## config.mk

```make
export PLATFORM = sky130hd
export DESIGN_NAME = sparse_weight_update_decoder
export DESIGN_NICKNAME = d
export VERILOG_FILES = /design/src/rtl/swud_pkg.sv /design/src/rtl/sparse_weight_update_decoder.sv /design/src/rtl/swud_queue.sv /design/src/rtl/swud_front.sv /design/src/rtl/swud_back.sv
export VERILOG_INCLUDE_DIRS = /design/src /design/src/rtl
export SDC_FILE = /design/constraint.sdc
export NUM_CORES = 1
export LEC_CHECK = 0
export ABC_AREA = 1
export BUFFER_PORTS_ARGS = -buffer_cell sky130_fd_sc_hd__buf_2
export CAP_MARGIN = 15
export CORE_UTILIZATION = 46
export CTS_CLUSTER_SIZE = 8
export DETAILED_ROUTE_END_ITERATION = 10
export SLEW_MARGIN = 25
export SYNTH_ARGS = -nofsm -noshare
export SYNTH_HDL_FRONTEND = slang
export SYNTH_SLANG_ARGS = --single-unit
export TNS_END_PERCENT = 1
```

## constraint.sdc

```tcl
create_clock -name clk -period 5.4 [get_ports clk]
set_input_delay 1.62 -clock clk [delete_from_list [all_inputs] [get_ports clk]]
set_output_delay 1.62 -clock clk [all_outputs]
set_load 0.01 [all_outputs]
```

## src/rtl/assert_macros.svh

```systemverilog
// Assertion macros shared by the sparse weight update decoder RTL.
`ifndef ASSERT_MACROS_SVH
`define ASSERT_MACROS_SVH

// Same-cycle implication, checked on every rising edge outside reset.
`define SWUD_ASSERT_IMP(label, clk, rst, ante, cons, msg) \
  label: assert property (@(posedge clk) disable iff (rst) (ante) |-> (cons)) \
    else $error(msg);

// Next-cycle implication, checked on every rising edge outside reset.
`define SWUD_ASSERT_NXT(label, clk, rst, ante, cons, msg) \
  label: assert property (@(posedge clk) disable iff (rst) (ante) |=> (cons)) \
    else $error(msg);

`endif

```

## src/rtl/swud_pkg.sv

```systemverilog
// Shared types and constants of the sparse weight update decoder.
package swud_pkg;

  localparam logic [7:0] BYTE_OPEN      = 8'h7B;
  localparam logic [7:0] BYTE_CLOSE     = 8'h7D;
  localparam logic [7:0] BYTE_ALT_CLOSE = 8'h28;

  localparam int CFG_INDEX_W = 2;
  localparam int CFG_DATA_W  = 16;

  localparam logic [CFG_INDEX_W-1:0] CFG_SECTION_SIZE = 2'd0;
  localparam logic [CFG_INDEX_W-1:0] CFG_HEADER_BITS  = 2'd1;
  localparam logic [CFG_INDEX_W-1:0] CFG_LENGTH_SHIFT = 2'd2;

  localparam logic [15:0] RESET_SECTION_SIZE = 16'd804;
  localparam logic [3:0]  RESET_HEADER_BITS  = 4'd11;
  localparam logic [3:0]  RESET_LENGTH_SHIFT = 4'd4;

  localparam int QDEPTH = 4;
  localparam int QPTR_W = $clog2(QDEPTH);

  typedef struct packed {
    logic [15:0] section_size;
    logic [3:0]  header_bits;
    logic [3:0]  length_shift;
  } swud_cfg_t;

  // One decoded write, waiting for its address to be formed.
  typedef struct packed {
    logic [6:0]  section;
    logic [15:0] index;
    logic [15:0] value;
  } swud_cmd_t;

endpackage

```

## src/rtl/sparse_weight_update_decoder.sv

```systemverilog
// Top level of the sparse weight update decoder: configuration and wiring.
//
// Received bytes enter on rx_byte with in_valid; a byte is taken at a rising
// edge where in_valid is high and in_stall is low. Weight writes leave on
// weight_address and weight_value with out_valid, and are taken at an edge
// where out_valid is high and out_stall is low. One byte is taken every cycle
// while the internal queue has room; one write word leaves per cycle at most.
// Once the low byte of a point is taken, the parser adds the run offset to
// the block index and files the write into a four-entry queue; when the
// output is free, the address stage forms section * section_size + index
// (one 7 by 16 bit multiply and an add) and loads the output register.
// When the receiver stalls, the output holds its word, the queue fills, and
// in_stall rises only once all four queue entries are taken, so bytes keep
// flowing for a while. Reset (synchronous, active high) empties the queue,
// drops the output word, leaves the parser outside any frame and restores
// section_size = 804, header_bits = 11 and length_shift = 4.
// Configuration is written through cfg_write, cfg_index and cfg_data, and
// must only be changed while no write is still in flight.

module sparse_weight_update_decoder (
  input  logic                                clk,
  input  logic                                rst,
  input  logic                                cfg_write,
  input  logic [swud_pkg::CFG_INDEX_W-1:0]    cfg_index,
  input  logic [swud_pkg::CFG_DATA_W-1:0]     cfg_data,
  input  logic [7:0]                          rx_byte,
  input  logic                                in_valid,
  output logic                                in_stall,
  output logic [15:0]                         weight_address,
  output logic signed [15:0]                  weight_value,
  output logic                                out_valid,
  input  logic                                out_stall
);
  import swud_pkg::*;

  swud_cfg_t cfg;
  swud_cmd_t push_cmd;
  swud_cmd_t pop_cmd;
  logic      push;
  logic      pop;
  logic      q_full;
  logic      q_valid;

  // Configuration registers; an index beyond the list writes nothing.
  always_ff @(posedge clk) begin
    if (rst) begin
      cfg.section_size <= RESET_SECTION_SIZE;
      cfg.header_bits  <= RESET_HEADER_BITS;
      cfg.length_shift <= RESET_LENGTH_SHIFT;
    end else if (cfg_write) begin
      unique case (cfg_index)
        CFG_SECTION_SIZE: cfg.section_size <= cfg_data;
        CFG_HEADER_BITS:  cfg.header_bits  <= cfg_data[3:0];
        CFG_LENGTH_SHIFT: cfg.length_shift <= cfg_data[3:0];
        default: ;
      endcase
    end
  end

  // Front: frame and header parsing, one write command per completed point.
  swud_front u_front (
    .clk      (clk),
    .rst      (rst),
    .cfg      (cfg),
    .rx_byte  (rx_byte),
    .in_valid (in_valid),
    .in_stall (in_stall),
    .q_full   (q_full),
    .push     (push),
    .push_cmd (push_cmd)
  );

  // The queue lets the parser run on while the receiver holds the output.
  swud_queue u_queue (
    .clk       (clk),
    .rst       (rst),
    .push      (push),
    .push_cmd  (push_cmd),
    .full      (q_full),
    .pop       (pop),
    .pop_valid (q_valid),
    .pop_cmd   (pop_cmd)
  );

  // Back: address arithmetic and the registered output word.
  swud_back u_back (
    .clk            (clk),
    .rst            (rst),
    .cfg            (cfg),
    .q_valid        (q_valid),
    .q_cmd          (pop_cmd),
    .pop            (pop),
    .out_valid      (out_valid),
    .out_stall      (out_stall),
    .weight_address (weight_address),
    .weight_value   (weight_value)
  );

endmodule

```

## src/rtl/swud_queue.sv

```systemverilog
// Short register queue between the byte parser and the address stage.
`include "assert_macros.svh"

module swud_queue (
  input  logic                clk,
  input  logic                rst,
  input  logic                push,
  input  swud_pkg::swud_cmd_t push_cmd,
  output logic                full,
  input  logic                pop,
  output logic                pop_valid,
  output swud_pkg::swud_cmd_t pop_cmd
);
  import swud_pkg::*;

  swud_cmd_t         entries [QDEPTH];
  logic [QPTR_W-1:0] wr_ptr;
  logic [QPTR_W-1:0] rd_ptr;
  logic [QPTR_W:0]   count;

  assign full      = (count == (QPTR_W+1)'(QDEPTH));
  assign pop_valid = (count != '0);
  assign pop_cmd   = entries[rd_ptr];

  always_ff @(posedge clk) begin
    if (rst) begin
      wr_ptr <= '0;
      rd_ptr <= '0;
      count  <= '0;
    end else begin
      if (push) begin
        wr_ptr <= wr_ptr + 1'b1;
      end
      if (pop) begin
        rd_ptr <= rd_ptr + 1'b1;
      end
      if (push && !pop) begin
        count <= count + 1'b1;
      end else if (pop && !push) begin
        count <= count - 1'b1;
      end
    end
  end

  always_ff @(posedge clk) begin
    if (push) begin
      entries[wr_ptr] <= push_cmd;
    end
  end

  `SWUD_ASSERT_NXT(a_fill_grows, clk, rst, push && !pop, count == $past(count) + 1'b1, "queue count did not grow on push")
  `SWUD_ASSERT_IMP(a_no_overrun, clk, rst, full, !push, "push into a full queue")

endmodule

```

## src/rtl/swud_front.sv

```systemverilog
// Byte parser: frames, headers, block words and points, one byte a cycle while the queue has room.
`include "assert_macros.svh"

module swud_front (
  input  logic                clk,
  input  logic                rst,
  input  swud_pkg::swud_cfg_t cfg,
  input  logic [7:0]          rx_byte,
  input  logic                in_valid,
  output logic                in_stall,
  input  logic                q_full,
  output logic                push,
  output swud_pkg::swud_cmd_t push_cmd
);
  import swud_pkg::*;

  typedef enum logic [1:0] {
    PH_HEADER,
    PH_BLOCK_LO,
    PH_POINT_HI,
    PH_POINT_LO
  } phase_t;

  phase_t      phase;
  logic        in_frame;
  logic [7:0]  held_byte;
  logic [6:0]  section_number;
  logic [14:0] block_index;
  logic [14:0] run_length;
  logic [14:0] run_offset;

  logic        accept;
  logic        is_open;
  logic        is_close;
  logic        is_data;
  logic        run_last;
  logic [15:0] word;
  logic [3:0]  hb_eff;
  logic [14:0] len_mask;
  logic [14:0] new_index;
  logic [14:0] new_length;

  always_comb begin
    accept     = in_valid && !in_stall;
    is_open    = (rx_byte == BYTE_OPEN);
    is_close   = (rx_byte == BYTE_CLOSE) || (rx_byte == BYTE_ALT_CLOSE);
    is_data    = in_frame && !is_open && !is_close;
    word       = {held_byte, rx_byte};
    hb_eff     = (cfg.header_bits == 4'd0) ? 4'd1 : cfg.header_bits;
    len_mask   = 15'h7FFF >> (hb_eff - 4'd1);
    new_index  = word[14:0] >> cfg.length_shift;
    new_length = word[14:0] & len_mask;
    run_last   = (run_length == '0) || (run_offset == 15'(run_length - 15'd1));
  end

  assign in_stall        = q_full;
  assign push            = accept && is_data && (phase == PH_POINT_LO);
  assign push_cmd.section = section_number;
  assign push_cmd.index  = {1'b0, block_index} + {1'b0, run_offset};
  assign push_cmd.value  = word;

  always_ff @(posedge clk) begin
    if (rst) begin
      in_frame <= 1'b0;
      phase    <= PH_HEADER;
    end else if (accept) begin
      if (is_open) begin
        in_frame       <= 1'b1;
        phase          <= PH_HEADER;
        held_byte      <= '0;
        section_number <= '0;
        block_index    <= '0;
        run_length     <= '0;
        run_offset     <= '0;
      end else if (is_close) begin
        in_frame <= 1'b0;
      end else if (in_frame) begin
        unique case (phase)
          PH_HEADER: begin
            if (rx_byte[7]) begin
              held_byte <= rx_byte;
              phase     <= PH_BLOCK_LO;
            end else begin
              section_number <= rx_byte[6:0];
            end
          end
          PH_BLOCK_LO: begin
            block_index <= new_index;
            run_length  <= new_length;
            run_offset  <= '0;
            phase       <= (new_length == '0) ? PH_HEADER : PH_POINT_HI;
          end
          PH_POINT_HI: begin
            held_byte <= rx_byte;
            phase     <= PH_POINT_LO;
          end
          PH_POINT_LO: begin
            if (run_last) begin
              run_offset <= '0;
              run_length <= '0;
              phase      <= PH_HEADER;
            end else begin
              run_offset <= run_offset + 15'd1;
              phase      <= PH_POINT_HI;
            end
          end
          default: phase <= PH_HEADER;
        endcase
      end
    end
  end

  `SWUD_ASSERT_NXT(a_run_ends, clk, rst, push && run_last, phase == PH_HEADER && run_offset == '0, "run did not return to header mode")

endmodule

```

## src/rtl/swud_back.sv

```systemverilog
// Address stage and output register: section base plus point index (block index and offset).
`include "assert_macros.svh"

module swud_back (
  input  logic                clk,
  input  logic                rst,
  input  swud_pkg::swud_cfg_t cfg,
  input  logic                q_valid,
  input  swud_pkg::swud_cmd_t q_cmd,
  output logic                pop,
  output logic                out_valid,
  input  logic                out_stall,
  output logic [15:0]         weight_address,
  output logic signed [15:0]  weight_value
);
  import swud_pkg::*;

  logic        load;
  logic [22:0] product;
  logic [15:0] addr;

  always_comb begin
    load    = !out_valid || !out_stall;
    product = q_cmd.section * cfg.section_size;
    addr    = product[15:0] + q_cmd.index;
  end

  assign pop = q_valid && load;

  always_ff @(posedge clk) begin
    if (rst) begin
      out_valid <= 1'b0;
    end else if (load) begin
      out_valid <= q_valid;
    end
  end

  always_ff @(posedge clk) begin
    if (pop) begin
      weight_address <= addr;
      weight_value   <= $signed(q_cmd.value);
    end
  end

  `SWUD_ASSERT_NXT(a_pop_shows, clk, rst, pop, out_valid, "popped word did not reach the output")

endmodule
```

==> results of run 1 <==
synth_stat cells, drive strengths merged:
master | count | area share (%)
o31ai | 1 | 0.048
xnor2 | 18 | 1.0
nand4 | 14 | 0.66
edfxtp | 248 | 48
o21ai | 120 | 3.8
ha | 50 | 4.0
a21o | 3 | 0.14
clkinv | 1 | 0.024
buf | 12 | 0.63
inv | 213 | 5.1
a32o | 10 | 0.64
a21oi | 71 | 2.3
nor2 | 209 | 5.4
nor4 | 6 | 0.34
clkbuf | 37 | 0.89
nor3b | 2 | 0.13
nand3 | 65 | 2.2
a31oi | 6 | 0.24
xor2 | 31 | 1.8
o22ai | 22 | 0.88
fa | 68 | 8.7
or2 | 2 | 0.080
nand3b | 7 | 0.42
o32ai | 1 | 0.056
nor3 | 15 | 0.62
nand2 | 275 | 6.7
o2111ai | 3 | 0.17
o21bai | 2 | 0.096
o221ai | 1 | 0.056
and2 | 2 | 0.080
dfxtp | 37 | 4.7
o21a | 1 | 0.048
o211ai | 9 | 0.43
logic make-up after synthesis:
family / count (synthesis) / share of synthesized area [%]
adders and majority gates: 118 / 12.7
DFF: 285 / 52.3
and+or+nand+nor: 597 / 16.6
AOI/OAI and AO/OA: 250 / 8.92
xor gates and xnor gates: 49 / 2.79
buffers and inverters: 263 / 6.68
registers in the layout, indices dropped and copies added (netlist names), 2 cells and up, named ones only:
name	cells
u_back.weight_address	16
u_front.held_byte	8
u_front.run_offset	15
u_front.run_length	15
u_queue.wr_ptr	2
u_queue.rd_ptr	2
u_front.section_number	7
u_front.block_index	15
u_back.weight_value	16
u_front.phase	2
cfg	24
u_queue.count	3
u_queue.entries	156
where the power goes:
part	switching, uW	internal (uW)
clock network	902	1400
logic	3970	2520
registers	71.6	2940
total	4950	6850
tightest hold or removal path, stage by stage, from the launching register on:
cell and delay, ns:
dfxtp_1 0.29, inv_1 0.06, a21oi_1 0.08
final cells by class:
type                    count  area (sq um)
multi-input cells        1014          6450
repair buffers             89           515
clock inverters             2          17.5
flip-flops and latches    285          8190
fillers                  3009         15900
well taps                 448           561
inverters                 214           808
clock buffers              65          1120
per-layer routing:
layer | vias up | global-route usage [%] | share of wire [%]
met2 | 297 | 34.7 | 46
met1 | 5216 | 29.9 | 46
met4 | 0 | 6.23 | 2.3
met3 | 68 | 3.01 | 5.4
li1 | 5386 | - | -
met5 | - | 0 | 0
per-stage QoR:
step           area [sq um]  utilization, %
2_1_floorplan         15600               -
5_1_grt               17700            52.7
3_5_place_dp          16500            49.2
6_report              17700            52.7
3_3_place_gp          16500            49.2
4_1_cts               17600            52.6
final timing paths:
kind / slack [ns] / from / cells after the start / endpoint
worst max-delay path: 0.47 / flop / 20 / u_back.weight_address[13]
worst min-delay path: 0.49 / u_queue.rd_ptr[1] / 2 / u_queue.rd_ptr[1]
worst max register to register: 0.47 / flop / 20 / u_back.weight_address[13]
worst min register to register: 0.49 / u_queue.rd_ptr[1] / 2 / u_queue.rd_ptr[1]
==> results.md, run 1 <==
* Detailed-route DRC error count at 0
* Aggregate global routing overflow at 0
* RSZ-0062 raised after global routing: false
* Slowest CP cell: fa_1
* Min cycle time layout at 4.93 ns
* Cts hold-fix bufs at 0
* Clk slew on worst S/H paths at roughly 0.050 ns
* Clock buffer depth at 3
* Status: finished, final reports clean
* Die height at ~190 um
* DIE WIDTH at 186 um
* Clk_lat worst skew at 0.53 ns
* Total track usage at a little over a fifth
* Most common cell after layout, fill and taps aside: nand2_1
* Seq/Total Area, Yosys at 52.3%
* P&R area growth vs syn at 12.9%
* Yosys reg bits at 285
* Power density over cell area at ~670 mW/mm^2
* Worst path most repeated cell: fa_1
* Leak at 0.00713 uW
* Max-cap violations at 0
* Core area at 0.0335 sq mm
* ANT cells at 0
* Crit Path Class: reg -> reg
* Worst EP required at 5.66 ns
* Non-filler cells, final at 2,117
* Final wirelength at between 30,000 and 40,000 um
* Io pins at 65
* Crit path max-delay family: adder cells
* Maximum number of pins on one net before global-route repair at 40
* Fin Hold WS at 0.487 ns
* Yosys warning count at 0
* Setup bufs post-CTS at 0
* Crit path DAT at between 5 and 6 ns
* CTS tree: done
* Peak Freq at 203 MHz
* Area of the mapped netlist at roughly 0.016 sq mm
* Synth unique cells at 52
* Initial drt markers at 790
* Avg Inst Size Synth at 10.0 sq um
* First-pass GRT wire length at 58,400 um
* Hold WC Path Type: reg -> reg
* Final setup fails at 0
* Max rail drop VDD at about 0.93 mV
* Largest stage delay, worst path at 0.54 ns
* Initial Util at 46.7%
* Global placer's final weighted congestion at a little under 0.9
* Worst Setup Start Kind: flop
* Slew headroom at slightly below 50%
* Total power at 11,800 uW
* Commonest non-fill, non-tap cells in the layout: nand2_1, edfxtp_1, inv_1, nor2_1, o21ai_0
* H-tree depth at 2
* Antenna violations before repair at 0
* Half-perimeter wire length after placement at 26,200 um
* Routed vias/inst at 5.18
* Final Cycle Share at 91.4%
* Post-Place Worst Slack at approximately 0.21 ns
* WP buf/inv at 4
* Post-CTS Resized at 0
* Via Count at between 10,000 and 15,000
* Setup_tns at 0 ns
* CTS buffer count at 41
* CP Cell Sequence: inv_6, nand2_1, nand3_1, nand2_1, buf_4, nor2_1, fa_1, inv_1, fa_1, fa_1, fa_1, inv_1, ha_1, nand2_1, nor3_1, a21oi_2, o21ai_0, a31oi_1, o21ai_0, xor2_1
* Final hold violation count at 0
* Skew final at 0.0203 ns
* Clock sinks at 285
* Wire per inst at 17.0 um
* CP Max Fanout at 17
* CTS root buffer: clkbuf_16
* Worst-margin pin slew at 0.762 ns
* Placed Instances at 2,050
* Die area at 0.0348 sq mm
* Vias in the first global route at between 10,000 and 15,000
* Routed Antenna Nets at 0
* Crit path capture type: flop
* Drt pass-1 iters at 6
* NumNets Final at 1,794
* Slew Viols, Final at 0
* Gate Count Post-Synth at 1,562
* Setup ws final at between 0.4 and 0.5 ns
* Number of I/O port buffers at 64
* Share of layout cells above drive strength 1 at 10.8%
* Syn_nets at 1,711
* Num rows at 67
Power figures use the tool's default switching activity.
==> run 2: changes to the inputs <==
CAP_MARGIN = 20   (was 15)
CELL_PAD_IN_SITES_DETAIL_PLACEMENT = 0   (was default)
CELL_PAD_IN_SITES_GLOBAL_PLACEMENT = 1   (was default)
CORE_UTILIZATION = 50   (was 46)
PLACE_DENSITY_LB_ADDON = 0.1   (was default)
==> run 2 against run 1 <==
Effect of this change: sequential power about the same; clock-buffer cell count up 9; via count up 0.38%; highest routed layer unchanged; critical path type unchanged; first-iteration DRC count up 5.4%.
==> results.md, run 2 (same netlist as run 1, synthesis figures left out) <==
* Status: finished, final reports clean
* Total track usage at 24.6%
* Final hold violation count at 0
* Setup_tns at 0 ns
* Worst Setup Start Kind: flop
* Sw Share at 41.8%
* Commonest non-fill, non-tap cells in the layout: nand2_1, edfxtp_1, inv_1, nor2_1, o21ai_0
* Crit path capture type: flop
* Half-perimeter wire length after placement at 27,000 um
* Slew Viols, Final at 0
* Vias in the first global route at 11,000
* Detailed-route DRC error count at 0
* Global placer's final weighted congestion at 0.927
* Drt pass-1 iters at 5
* CTS tree: done
* Clk_lat worst skew at 0.53 ns
* Worst-margin pin slew at 0.844 ns
* Post-Place Worst Slack at 0.200 ns
* Power density over cell area at between 600 and 700 mW/mm^2
* Fin Hold WS at 0.479 ns
* Hold WC Path Type: reg -> reg
* H-tree depth at 2
* Via Count at 11,000
* Clock buffer depth at 3
* Peak Freq at 199 MHz
* NetSw at 5030 uW
* Max-cap violations at 0
* Antenna violations before repair at 0
* P_int at 7010 uW
* Num rows at 64
* Clk slew on worst S/H paths at 0.05 ns
* Gate power share at 54.5%
* ANT cells at 0
* Part of the power in registers at about 25%
* Worst EP required at 5.66 ns
* Min cycle time layout at about 5 ns
* Most common cell after layout, fill and taps aside: nand2_1
* Share of layout cells above drive strength 1 at ~11%
* Reg2Reg Setup Slack at between 0.3 and 0.4 ns
* Clock sinks at 285
* CTS buffer count at 42
* Skew final at ~0.016 ns
* Routed Antenna Nets at 0
* Crit Path Class: reg -> reg
* Die area at 0.0320 sq mm
* Register-to-Register Path Depth at 20
* Io pins at 65
* Clk network pwr share at between 20% and 30%
* Largest regs: u_queue.entries (156), cfg (24)
* Hold Path Origin: u_queue.rd_ptr[1]
* Hold path depth at 2
* Aggregate global routing overflow at 0
* Crit Reg-Reg Endpoint: u_back.weight_address[13]
* Wire per inst at 18.0 um
* Final wirelength at 37,300 um
* Final setup fails at 0
* Cts hold-fix bufs at 0
* RSZ-0062 raised after global routing: false
* NumNets Final at approximately 1,800
* First-pass GRT wire length at 59,300 um
* DIE WIDTH at 179 um
* Most flop-heavy register: u_queue.entries
* P&R area growth vs syn at 13.2%
* CP Max Fanout at 13
* Initial Util at between 50% and 60%
* Setup ws final at 0.368 ns
* Max rail drop VDD at around 0.62 mV
* Slew headroom at 43.1%
* Number of I/O port buffers at 64
* Crit path DAT at roughly 5.3 ns
* CTS root buffer: clkbuf_16
* Final Cycle Share at around 93%
* Maximum number of pins on one net before global-route repair at 55
* Leak at 0.00718 uW
* Die height at 179 um
* Largest register FFs at 156
* Core area at around 0.031 sq mm
* Routed vias/inst at about 5.3
* Initial drt markers at 833
run 2: how the worst max path moves through the flow:
stage	from	end	slack, ns
floorplan	flop	u_back.weight_address[13]	0.47
CTS	flop	u_back.weight_address[13]	0.15
global placement	flop	u_back.weight_address[13]	0.29
global route	flop	u_back.weight_address[13]	0.04
detailed placement	flop	u_back.weight_address[13]	0.20
finish	flop	u_back.weight_address[13]	0.37
run 2: metal layers:
metal | vias up | wire length [um] | track usage (%)
met3 | 58 | 1740 | 3.20
li1 | 5394 | - | -
met1 | 5280 | 16600 | 32.5
met4 | 0 | 771 | 7.34
met5 | - | 0 | 0
met2 | 277 | 18200 | 42.0
run 2: through the flow:
stage,cell area (sq um),cells,power [uW],utilization (%)
detailed placement,16400,1997,9620,53.6
finish,17700,2074,12000,57.8
global placement,16400,1997,9500,53.6
CTS,17700,2074,12100,57.7
global route,17700,2074,13200,57.8
floorplan,15600,1562,8000,-
run 2: final cells by class:
class	instances	area (sq um)
timing repair buffer	88	508
inverter	214	812
clock buffer	74	1220
sequential	285	8190
multi-input combinational	1014	6460
fill	2700	12900
clock inverter	3	32.5
tap	396	495
run 2: power by group through the flow:
stage | registers, uW | logic, uW | clock network, uW
3_5_place_dp | 3050 | 6570 | 0
3_3_place_gp | 3050 | 6450 | 0
6_report | 3020 | 6560 | 2460
5_1_grt | 3040 | 7530 | 2590
2_1_floorplan | 3100 | 4900 | 0
4_1_cts | 3020 | 6610 | 2500
run 2: worst max-delay path, stage by stage, from the launching register on:
cell	delay, ns
dfxtp_1	0.38
clkinvlp_4	0.28
nand3_1	0.16
nand2_1	0.09
inv_1	0.10
nand2_1	0.08
fa_1	0.50
fa_1	0.57
inv_1	0.06
fa_1	0.48
inv_1	0.05
fa_1	0.47
inv_1	0.04
ha_1	0.35
a21oi_1	0.16
o21ai_0	0.12
a21oi_2	0.22
o21ai_1	0.13
a31oi_1	0.23
o21ai_0	0.13
xor2_1	0.15
run 2: timing repair:
action / 4_1_cts / 5_1_grt
buffers inserted: 0 / 0
gates resized for setup: 0 / 6
setup endpoints to repair: 0 / 2
